`src/htw_pkg.sv`:
```
// shared types and constants of the hierarchical timer wheel
package htw_pkg;

  localparam int SLOT_W = 6;
  localparam int TIME_W = 32;
  localparam int KIND_W = 2;

  typedef enum logic {
    OP_ADD  = 1'b0,
    OP_TICK = 1'b1
  } htw_op_t;

  localparam logic [KIND_W-1:0] EV_ADDED   = 2'd0;
  localparam logic [KIND_W-1:0] EV_REJECT  = 2'd1;
  localparam logic [KIND_W-1:0] EV_EXPIRED = 2'd2;
  localparam logic [KIND_W-1:0] EV_IDLE    = 2'd3;

  typedef struct packed {
    htw_op_t             op;
    logic [SLOT_W-1:0]   slot;
    logic [TIME_W-1:0]   expire;
    logic [TIME_W-1:0]   data;
    logic [TIME_W-1:0]   now;
  } htw_item_t;

endpackage

```
`src/htw_front.sv`:
```
// front end: classifies incoming transactions into a two-entry queue
module htw_front (
  input  logic               clk,
  input  logic               rst,
  input  logic               hold,
  input  logic               in_valid,
  output logic               in_ready,
  input  logic               func,
  input  logic [5:0]         slot,
  input  logic [31:0]        expire_time,
  input  logic [31:0]        timer_data,
  input  logic [31:0]        now_time,
  output logic               q_valid,
  input  logic               q_ready,
  output htw_pkg::htw_item_t q_item
);
  import htw_pkg::*;

  htw_item_t  items [2];
  logic       wr_ptr;
  logic       rd_ptr;
  logic [1:0] count;
  logic       push;
  logic       pop;
  htw_item_t  new_item;

  assign in_ready = (count != 2'd2) && !hold;
  assign q_valid  = (count != 2'd0);
  assign q_item   = items[rd_ptr];
  assign push     = in_valid && in_ready;
  assign pop      = q_valid && q_ready;

  always_comb begin
    new_item.op     = func ? OP_TICK : OP_ADD;
    new_item.slot   = slot;
    new_item.expire = expire_time;
    new_item.data   = timer_data;
    new_item.now    = now_time;
  end

  always_ff @(posedge clk) begin
    if (push) begin
      items[wr_ptr] <= new_item;
    end
    if (rst) begin
      wr_ptr <= 1'b0;
      rd_ptr <= 1'b0;
      count  <= 2'd0;
    end else begin
      if (push) begin
        wr_ptr <= !wr_ptr;
      end
      if (pop) begin
        rd_ptr <= !rd_ptr;
      end
      if (push && !pop) begin
        count <= count + 2'd1;
      end else if (pop && !push) begin
        count <= count - 2'd1;
      end
    end
  end

endmodule

```
`config.mk`:
```
export PLATFORM = sky130hd
export DESIGN_NAME = htw_front
export DESIGN_NICKNAME = d
export VERILOG_FILES = /design/src/htw_pkg.sv /design/src/htw_front.sv
export SDC_FILE = /design/constraint.sdc
export NUM_CORES = 1
export LEC_CHECK = 0
export ABC_CLOCK_PERIOD_IN_PS = 7710
export BUFFER_PORTS_ARGS = -buffer_cell sky130_fd_sc_hd__buf_2
export CORE_ASPECT_RATIO = 1.25
export CORE_UTILIZATION = 38
export DETAILED_ROUTE_END_ITERATION = 10
export MAX_ROUTING_LAYER = met4
export PLACE_DENSITY = 0.7
export SKIP_LAST_GASP = 1
export SYNTH_ARGS = -nofsm -noshare
export SYNTH_HDL_FRONTEND = slang
export SYNTH_SLANG_ARGS = --single-unit
```
`constraint.sdc`:
```
create_clock -name clk -period 7.71 [get_ports clk]
set_input_delay 0 -clock clk [delete_from_list [all_inputs] [get_ports clk]]
set_output_delay 0 -clock clk [all_outputs]
set_load 0.1 [all_outputs]
```
# == Yosys cells after proc, flatten, opt, wreduce, memory -nomap -nowiden ==
# Memories as Yosys holds them, arrays and structs flattened. A register that Yosys moved wholly into a read port is not among the register bits.
# Index checks and enable logic that the tools add are counted.
# totals
ff_bits,4
latchBits,0
ramBits,206
romBits,0
in_bits,108
out_inout_bits,105
wordCells,26
mem_count,1
# mem_list
name,depth,width,rd,rd_ports_with_merged_regs,write_ports,line,text
items,2,103,1,1,1,htw_front.sv:19,htw_item_t items [2];
# op_classes
addsub,2
multipliers,0
div_mod_pow,0
n_lt_le_gt_ge,0
eq_ne,1
shift,0
n_mux,7
n_bitwise,0
n_reduce_logical,12
# ops
operator,count
logical AND 1 bit,5
zero test 1 bit,5
two-way mux 1 bit,5
two-way mux 2 bit,2
nonzero test 2 bit,2
adder 2 x 1 -> 2 bit (second input constant),1
!= test 2 bit (second input constant),1
subtractor 2 x 1 -> 2 bit (second input constant),1

# == Longest topological paths before layout ==
# Gate-level depths: netlist of the first run.
# logic_depth
ltp_word,7
depth_mapped,6
depth_no_buf,6

# == Least setup slack after synthesis of the first run ==
# Ideal clock, no wire load.
# synth_timing
path_kind,register -> register
start,register count[1]
end,"memory items[0][0] (netlist bit), enable pin"
setup_ps,578
t_arrival_ps,5263
t_required_ps,7132
path_slack_ps,1869
stages_incl_launch_ff,4
path_buffers,0
synth_period_minus_slack_ps,5841
cell_sequence,dfxtp_1 -> nor2b_2 -> nor3b_4 -> nor2b_1
# synth_between
elab_chain_cells,5
# synth_lines
element,line,text
start: declaration,htw_front.sv:22,logic [1:0] count;
start signal: assignment,htw_front.sv:57,count <= count + 2'd1;
start signal: assignment,htw_front.sv:59,count <= count - 2'd1;
!= test 2 bit,htw_front.sv:27,assign in_ready = (count != 2'd2) && !hold;
logical AND 1 bit,htw_front.sv:27,
logical AND 1 bit,htw_front.sv:30,assign push = in_valid && in_ready;
via push,htw_front.sv:23,logic push;
two-way mux 1 bit,htw_front.sv:42,if (push) begin
two-way mux 1 bit (implied by the code),htw_front.sv:43,items[wr_ptr] <= new_item;
end: declaration,htw_front.sv:19,
# The timed path passes the listed nets, and every way through them passes these cells.

==> results of run 1 <==
sequential cells by signal, indices dropped and copies added (netlist names), named ones only:
signal  flops
count       2
wr_ptr      1
rd_ptr      1
items     206
kinds of logic after synthesis:
family	Yosys count	share of synthesized area, %
muxes	104	15.3
AOI/OAI and AO/OA	3	0.196
DFF	211	82.1
buffers and inverters	11	0.947
adders and majority gates	1	0.163
and+or+nand+nor	12	1.01
xor gates and xnor gates	3	0.343
cells in the final DEF, fill, tap and decap left out, types with 2 or more instances in the layout:
| master | n |
|---|---|
| clkbuf_16 | 21 |
| dfxtp_1 | 4 |
| clkinvlp_4 | 3 |
| xor2_1 | 3 |
| diode_2 | 3 |
| nor2_1 | 5 |
| edfxtp_1 | 206 |
| buf_4 | 4 |
| dlygate4sd3_1 | 107 |
| mux2_2 | 103 |
| o21ai_0 | 2 |
| clkinv_1 | 6 |
| buf_2 | 212 |
| clkbuf_1 | 2 |
| bufinv_16 | 3 |
cell type report:
| class | instances | area [sq um] | area share [%] |
|---|---|---|---|
| Clock buffer | 23 | 533 | 4.94 |
| Antenna cell | 3 | 7.51 | 0.0696 |
| Timing Repair Buffer | 323 | 2160 | 20.0 |
| Clock inverter | 14 | 149 | 1.38 |
| Tap cell | 265 | 332 | 3.07 |
| Sequential cell | 211 | 6290 | 58.3 |
| Multi-Input combinational cell | 123 | 1310 | 12.2 |
power groups by stage:
stage	clock network [mW]	logic [mW]	registers (mW)
floorplan	0	1.53	1.42
global placement	0	1.72	1.44
detailed placement	0	1.73	1.45
CTS	1.03	1.78	1.42
global route	1.08	1.82	1.43
finish	1.00	1.77	1.42
stage by stage:
step	worst slack [ns]	cell area [sq um]	hold slack (ns)
detailed placement	5.02	9020	0.192
CTS	4.89	10800	0.206
finish	4.92	10800	0.235
global placement	5.13	9020	0.188
floorplan	1.87	7660	0.0691
global route	4.77	10800	0.216
synth_stat cells, drive strengths merged:
cell type	count	share of area, %
and2	1	0.082
nor2	5	0.25
nor3b	1	0.25
dfxtp	5	1.3
ha	1	0.16
edfxtp	206	81
or2	1	0.082
xor2	3	0.34
buf	11	0.95
o21ai	2	0.13
mux2	104	15
nor2b	3	0.28
or3	1	0.082
a21oi	1	0.065
worst paths after layout:
path              startpoint            to  depth (start not counted)
min          expire_time[14]  items[1][78]                          2
max reg2reg         count[0]   items[0][9]                          5
min reg2reg         count[1]      count[1]                          2
max                flip-flop    q_item[17]                          3
per-layer routing:
layer,global-route usage (%),part of all wire (%)
met3,3.73,6.7
met5,-,0
met4,5.24,2.2
met1,16.7,39
met2,26.9,52
==> results.cfg, run 1 <==
[outcome]
status = finished clean

[worst_setup_path]
crit_family = buffers and inverters
worstPathArrival_ns = 2.79
cpPeakStageDelay_ns = 0.74
crit_chain = buf_4 > mux2_2 > buf_2
crit_path_end_kind = primary output
required_ns = 7.71
worstPathMaxFanout = 65
startpoint_type = flip-flop
cp_num_buf_inv = 2
crit_type = reg2out
r2r_setup_slack_ns = 5.02
crit_slowest_cell = buf_4

[timing]
max_freq_mhz = 359
fin_skew_ns = 0.0191
setup-violations-final = 0
relSlewSlack_pct = 39.3
fin_crit_ns = 2.79
finalMaxSlewViolations = 0
min_period_over_period_pct = 36.1
tns_ns = 0
hold_viol = 0
worst_slew_pin_slew_ns = 0.911
rsz0062_at_grt = false

[synthesis]
syn-num-nets = 454
syn_area_sq_um = 7660
yosys_register_bits = 211
syn_avg_cell_area_sq_um = 22.2
synth_seq_area_share_pct = 82.1
ys_warn_count = 0
syn_inst = 345
synth.distinct_cells = 17

[cells_and_area]
layout-drive-gt1-share_pct = 51.0
utilization_pct = 55.0
fin_nets = 789
fillers = 1515
area_growth_syn_to_layout_pct = 40.8
layout.cells.non_filler = 962

[clock_network]
cts_sinks = 211
cts_tree = yes
root_buffer = clkbuf_16
cts-buffers-inserted = 21
cts.path.max_buffers = 3
cts-resized-gates = 0
insertion_delay_ns = 0.49
cts_max_level = 1
clk_pin_slew_worst_paths_ns = 0.06
cts_hold_buf = 107
postCtsSetupBuffers = 0

[detailed_routing]
via_per_inst = 4.53
detail_route.wl_per_cell_um = 16.1
dr_total_vias = 4356
drt-total-wl_um = 15500
drt-initial-drc-count = 192
route.antenna.remaining_nets = 0
drcViolationCount = 0
drt_pre_antenna_iters = 4

[floorplan]
fp.dieW_um = 129
rows = 57
io_pins = 213
die_area_sq_um = 20700
die_y_um = 161
coreArea_sq_um = 19600
initial_core_util_pct = 39.1

[global_routing]
first_global_vias = 4745
antenna_found_initial = 2
grt.total_usage_pct = 15.3
grt_pass1_wl_um = 23800
grt_max_degree = 66
grt_overflow = 0

[power]
clockPowerShare_pct = 23.9
switching_power_mw = 1.88
vdd_ir_drop_max_mv = 0.377
seqPwrFrac_pct = 33.9
power_density_nw_per_um2 = 389
power_mw = 4.20
p_leak_nw = 4.00
netSwitchingFraction_pct = 44.7
p_int_mw = 2.32
pwr-share-comb_pct = 42.2

[place]
portBuffers = 212
dp_cells = 815
gp_congestion = 0.716
hpwl_um = 9030

[min_path]
worstHoldPathType = in2reg

[flow_run]
max-cap-violations = 0
No activity file was read; power rests on OpenSTA's default activity.
==> run 2, diff against run 1 <==
- ABC_CLOCK_PERIOD_IN_PS: 7710 -> 2300
- PLACE_DENSITY: 0.7 -> 0.73
- clock period: 7.71 -> 2.3 ns (I/O delays scaled with it)
==> run 2 against run 1 <==
Clock skew decreased by 0.0053 ns. Power increased to 3.3 times the previous value. Critical path depth unchanged. Register-to-register slack got worse by 4.5 ns. Utilization increased by 0.25 points. First-iteration DRC count increased by 4.2%. Routed wire length increased by 2.1%.
==> results.cfg, run 2 (synthesis gave the netlist of run 1 again) <==
[outcome]
status = finished clean

[timing]
relSlewSlack_pct = 61.4
finalWorstSetupSlack_ns = 0.242
setup-violations-final = 0
min_period_over_period_pct = 89.5
fin_crit_ns = 2.06
hold_viol = 0
hold_ws_ns = 0.215
rsz0062_at_grt = false
worst_slew_pin_slew_ns = 0.579
max_freq_mhz = 486
fin_skew_ns = 0.0138
finalMaxSlewViolations = 0
tns_ns = 0

[place]
gp_congestion = 0.650
placed_cell_area_sq_um = 9100
pre_cts_ws_ns = 0.525
dp_cells = 816
hpwl_um = 8950
portBuffers = 212

[clock_network]
insertion_delay_ns = 0.49
clk_pin_slew_worst_paths_ns = 0.06
root_buffer = clkbuf_16
cts-resized-gates = 0
cts.path.max_buffers = 3
cts_max_level = 1
cts_sinks = 211
cts_tree = yes
cts-buffers-inserted = 21

[worst_setup_path]
worstPathArrival_ns = 2.06
startpoint_type = flip-flop
worstPathMaxFanout = 103
required_ns = 2.30
crit_type = reg2out
r2r_setup_slack_ns = 0.56
crit_path_end_kind = primary output

[cells_and_area]
largestRegisters = items: 206 flops, count: 2 flops
layout_commonest_cell = buf_2
final_cell_mix = buf_2 (212), edfxtp_1 (206), dlygate4sd3_1 (108)
layout-drive-gt1-share_pct = 51.1
utilization_pct = 55.2
top_register = items
area_growth_syn_to_layout_pct = 41.4
layout.cells.non_filler = 961
largest_register_ff_count = 206
final_cell_area_sq_um = 10800
fin_nets = 791
diodes = 0

[detailed_routing]
route.antenna.remaining_nets = 0
detail_route.wl_per_cell_um = 16.5
drcViolationCount = 0
via_per_inst = 4.58
drt-initial-drc-count = 200
drt_pre_antenna_iters = 5
drt-total-wl_um = 15800
dr_total_vias = 4402

[power]
power_mw = 14.0
p_leak_nw = 4.02
power_density_nw_per_um2 = 1290
vdd_ir_drop_max_mv = 0.752

[floorplan]
initial_core_util_pct = 39.1
die_area_sq_um = 20700
fp.dieW_um = 129
coreArea_sq_um = 19600
rows = 57
io_pins = 213
die_y_um = 161

[min_path]
worstHoldPathType = in2reg

[global_routing]
first_global_vias = 4835
grt_pass1_wl_um = 24400
grt.total_usage_pct = 15.7
grt_max_degree = 104
grt_overflow = 0
antenna_found_initial = 0

[flow_run]
max-cap-violations = 0
## run 2: worst paths after layout
check | cells after the start | start | to
worst max register to register | 4 | count[1] | items[1][48]
worst min-delay path | 3 | in_valid | items[1][46]
worst max-delay path | 3 | flip-flop | q_item[61]
worst min register to register | 2 | count[1] | count[1]
## run 2: worst max-delay path, stage by stage (launching register included)
cell and delay (ns):
dfxtp_4 0.35, buf_12 0.42, mux2_2 0.41, buf_2 0.30
## run 2: timing repair
action,in CTS,in global routing
setup buffers,0,0
endpoints found under the hold margin,211,0
hold buffers,108,0
## run 2: power by group
group          switching [mW]  internal (mW)
Clock                    1.35           1.90
Combinational            4.86           1.23
Sequential             0.0943           4.58
Total                    6.30           7.72
## run 2: layer usage
| metal | track usage (%) | share of wire [%] | up-vias |
|---|---|---|---|
| met2 | 28.1 | 53 | 168 |
| met4 | 5.03 | 2.5 | 0 |
| met5 | - | 0 | - |
| met3 | 3.36 | 5.5 | 38 |
| li1 | - | - | 2043 |
| met1 | 17.2 | 39 | 2153 |
## run 2: area by class of cell
class,instances,area [sq um]
repair buffers,325,2240
clock buffers,26,544
clock inverters,11,106
well taps,265,332
multi-input cells,123,1320
fillers,1515,8780
flip-flops and latches,211,6290
==> run 3, diff against run 2 <==
- ABC_CLOCK_PERIOD_IN_PS: 2300 -> 1900
- PLACE_DENSITY: 0.73 -> 0.7
- clock period: 2.3 -> 1.9 ns (I/O delays scaled with it)
==> run 3 against run 2 <==
Count of clock-buffer cells in the layout decreased by 1. Sequential share of layout area is 1.7 points lower. Non-clock buffer count grew 6. Largest power group unchanged.
==> results.cfg, run 3 (synthesis gave the netlist of run 1 again) <==
[place]
dp_cells = 820
portBuffers = 212
pre_cts_ws_ns = 0.270
placed_cell_area_sq_um = 9180
gp_congestion = 0.718
hpwl_um = 9770

[clock_network]
cts_max_level = 1
cts_tree = yes
cts-buffers-inserted = 21
root_buffer = clkbuf_16
clk_pin_slew_worst_paths_ns = 0.06
insertion_delay_ns = 0.49
cts_sinks = 211
cts.path.max_buffers = 3

[floorplan]
rows = 57
coreArea_sq_um = 19600
die_y_um = 161
die_area_sq_um = 20700
fp.dieW_um = 129
io_pins = 213
initial_core_util_pct = 39.1

[detailed_routing]
route.antenna.remaining_nets = 0
via_per_inst = 4.54
drcViolationCount = 0
drt-initial-drc-count = 204
drt_pre_antenna_iters = 4
dr_total_vias = 4391
drt-total-wl_um = 15600
detail_route.wl_per_cell_um = 16.1

[cells_and_area]
final_cell_mix = edfxtp_1 (206), buf_2 (154), dlygate4sd3_1 (107)
largest_register_ff_count = 206
layout_commonest_cell = edfxtp_1
layout.cells.non_filler = 968
area_growth_syn_to_layout_pct = 45.8
layout-drive-gt1-share_pct = 52.3
largestRegisters = items: 206 flops, count: 2 flops
final_cell_area_sq_um = 11200
diodes = 0
fillers = 1482
fin_nets = 797
top_register = items
utilization_pct = 56.9

[worst_setup_path]
required_ns = 1.90
crit_slowest_cell = dfxtp_4
cpPeakStageDelay_ns = 0.44
crit_type = reg2out
worstPathMaxFanout = 28
crit_chain = buf_12 > mux2_2 > buf_2
worstPathArrival_ns = 1.82
crit_path_end_kind = primary output
startpoint_type = flip-flop
cp_num_buf_inv = 2
crit_family = buffers and inverters

[power]
power_density_nw_per_um2 = 1590
netSwitchingFraction_pct = 43.3
pwr-share-comb_pct = 43.3
switching_power_mw = 7.68
vdd_ir_drop_max_mv = 1.16
clockPowerShare_pct = 24.6
p_int_mw = 10.1
p_leak_nw = 4.16
seqPwrFrac_pct = 32.1

[min_path]
worstHoldPathType = in2reg

[global_routing]
first_global_vias = 4714
grt_pass1_wl_um = 23600
grt.total_usage_pct = 15.2
grt_max_degree = 54
antenna_found_initial = 0
grt_overflow = 0

[timing]
fin_crit_ns = 1.82
setup-violations-final = 0
worst_slew_pin_slew_ns = 0.506
hold_ws_ns = 0.175
max_freq_mhz = 549
fin_skew_ns = 0.00733
finalMaxSlewViolations = 0
rsz0062_at_grt = false
min_period_over_period_pct = 95.9
relSlewSlack_pct = 66.5
hold_viol = 0
finalWorstSetupSlack_ns = 0.0776

[outcome]
status = finished clean

[flow_run]
max-cap-violations = 0
-- run 3: changes by cell type in the layout (fill, tap and decap cells not counted), sizes merged --
cell / change
buf: +5
bufinv: +3
clkinv: -2
clkbuf: +1
dlygate4sd3: -1
inv: +1
-- run 3: power groups by stage --
stage | clock, mW | sequential (mW) | combinational (mW)
finish | 4.37 | 5.69 | 7.69
global route | 4.69 | 5.73 | 7.91
CTS | 4.50 | 5.71 | 7.65
detailed placement | 0 | 5.81 | 7.24
global placement | 0 | 5.78 | 7.20
floorplan | 0 | 5.74 | 6.23
-- run 3: worst register-to-register path, cell delays in order, from the launching register on --
cell	delay, ns
dfxtp_2	0.34
nor2b_4	0.13
nor3b_4	0.27
dlygate4sd3_1	0.61
mux2_1	0.32
-- run 3: layout make-up --
class                           instances  area, sq um  area share (%)
Clock buffer                           25          541            4.84
Clock inverter                         13          199            1.78
Multi-Input combinational cell        123         1320            11.8
Sequential cell                       211         6290            56.3
Tap cell                              265          332            2.97
Timing Repair Buffer                  331         2490            22.3
-- run 3: metal layers --
metal	wire length, um	vias to the layer above	track usage, %	part of all wire [%]
li1	-	2057	-	-
met1	6210	2135	17.1	40
met2	8050	165	26.8	52
met3	893	34	3.00	5.7
met4	405	0	5.24	2.6
met5	0	-	-	0
-- run 3: path summary, 6_finish.rpt --
| path | start | end | slack, ns | depth (start not counted) |
|---|---|---|---|---|
| max reg2reg | count[1] | wr_ptr | 0.12 | 4 |
| max | flip-flop | q_item[88] | 0.08 | 3 |
| min reg2reg | rd_ptr | flip-flop | 0.53 | 2 |
| min | in_valid | items[1][16] | 0.17 | 3 |
-- run 3: stage by stage --
step,total power [mW],setup TNS (ns)
2_1_floorplan,12.0,-139.03
5_1_grt,18.3,0
4_1_cts,17.9,-0.00130
3_3_place_gp,13.0,0
3_5_place_dp,13.0,0
6_report,17.7,0
-- run 3: repair_timing --
action | in CTS | in global routing
setup endpoints to repair | 56 | 75
hold buffers | 107 | 0
gates resized for setup | 56 | 3
buffers inserted | 0 | 3
hold endpoints to repair | 211 | 0
pin swaps | 0 | 0
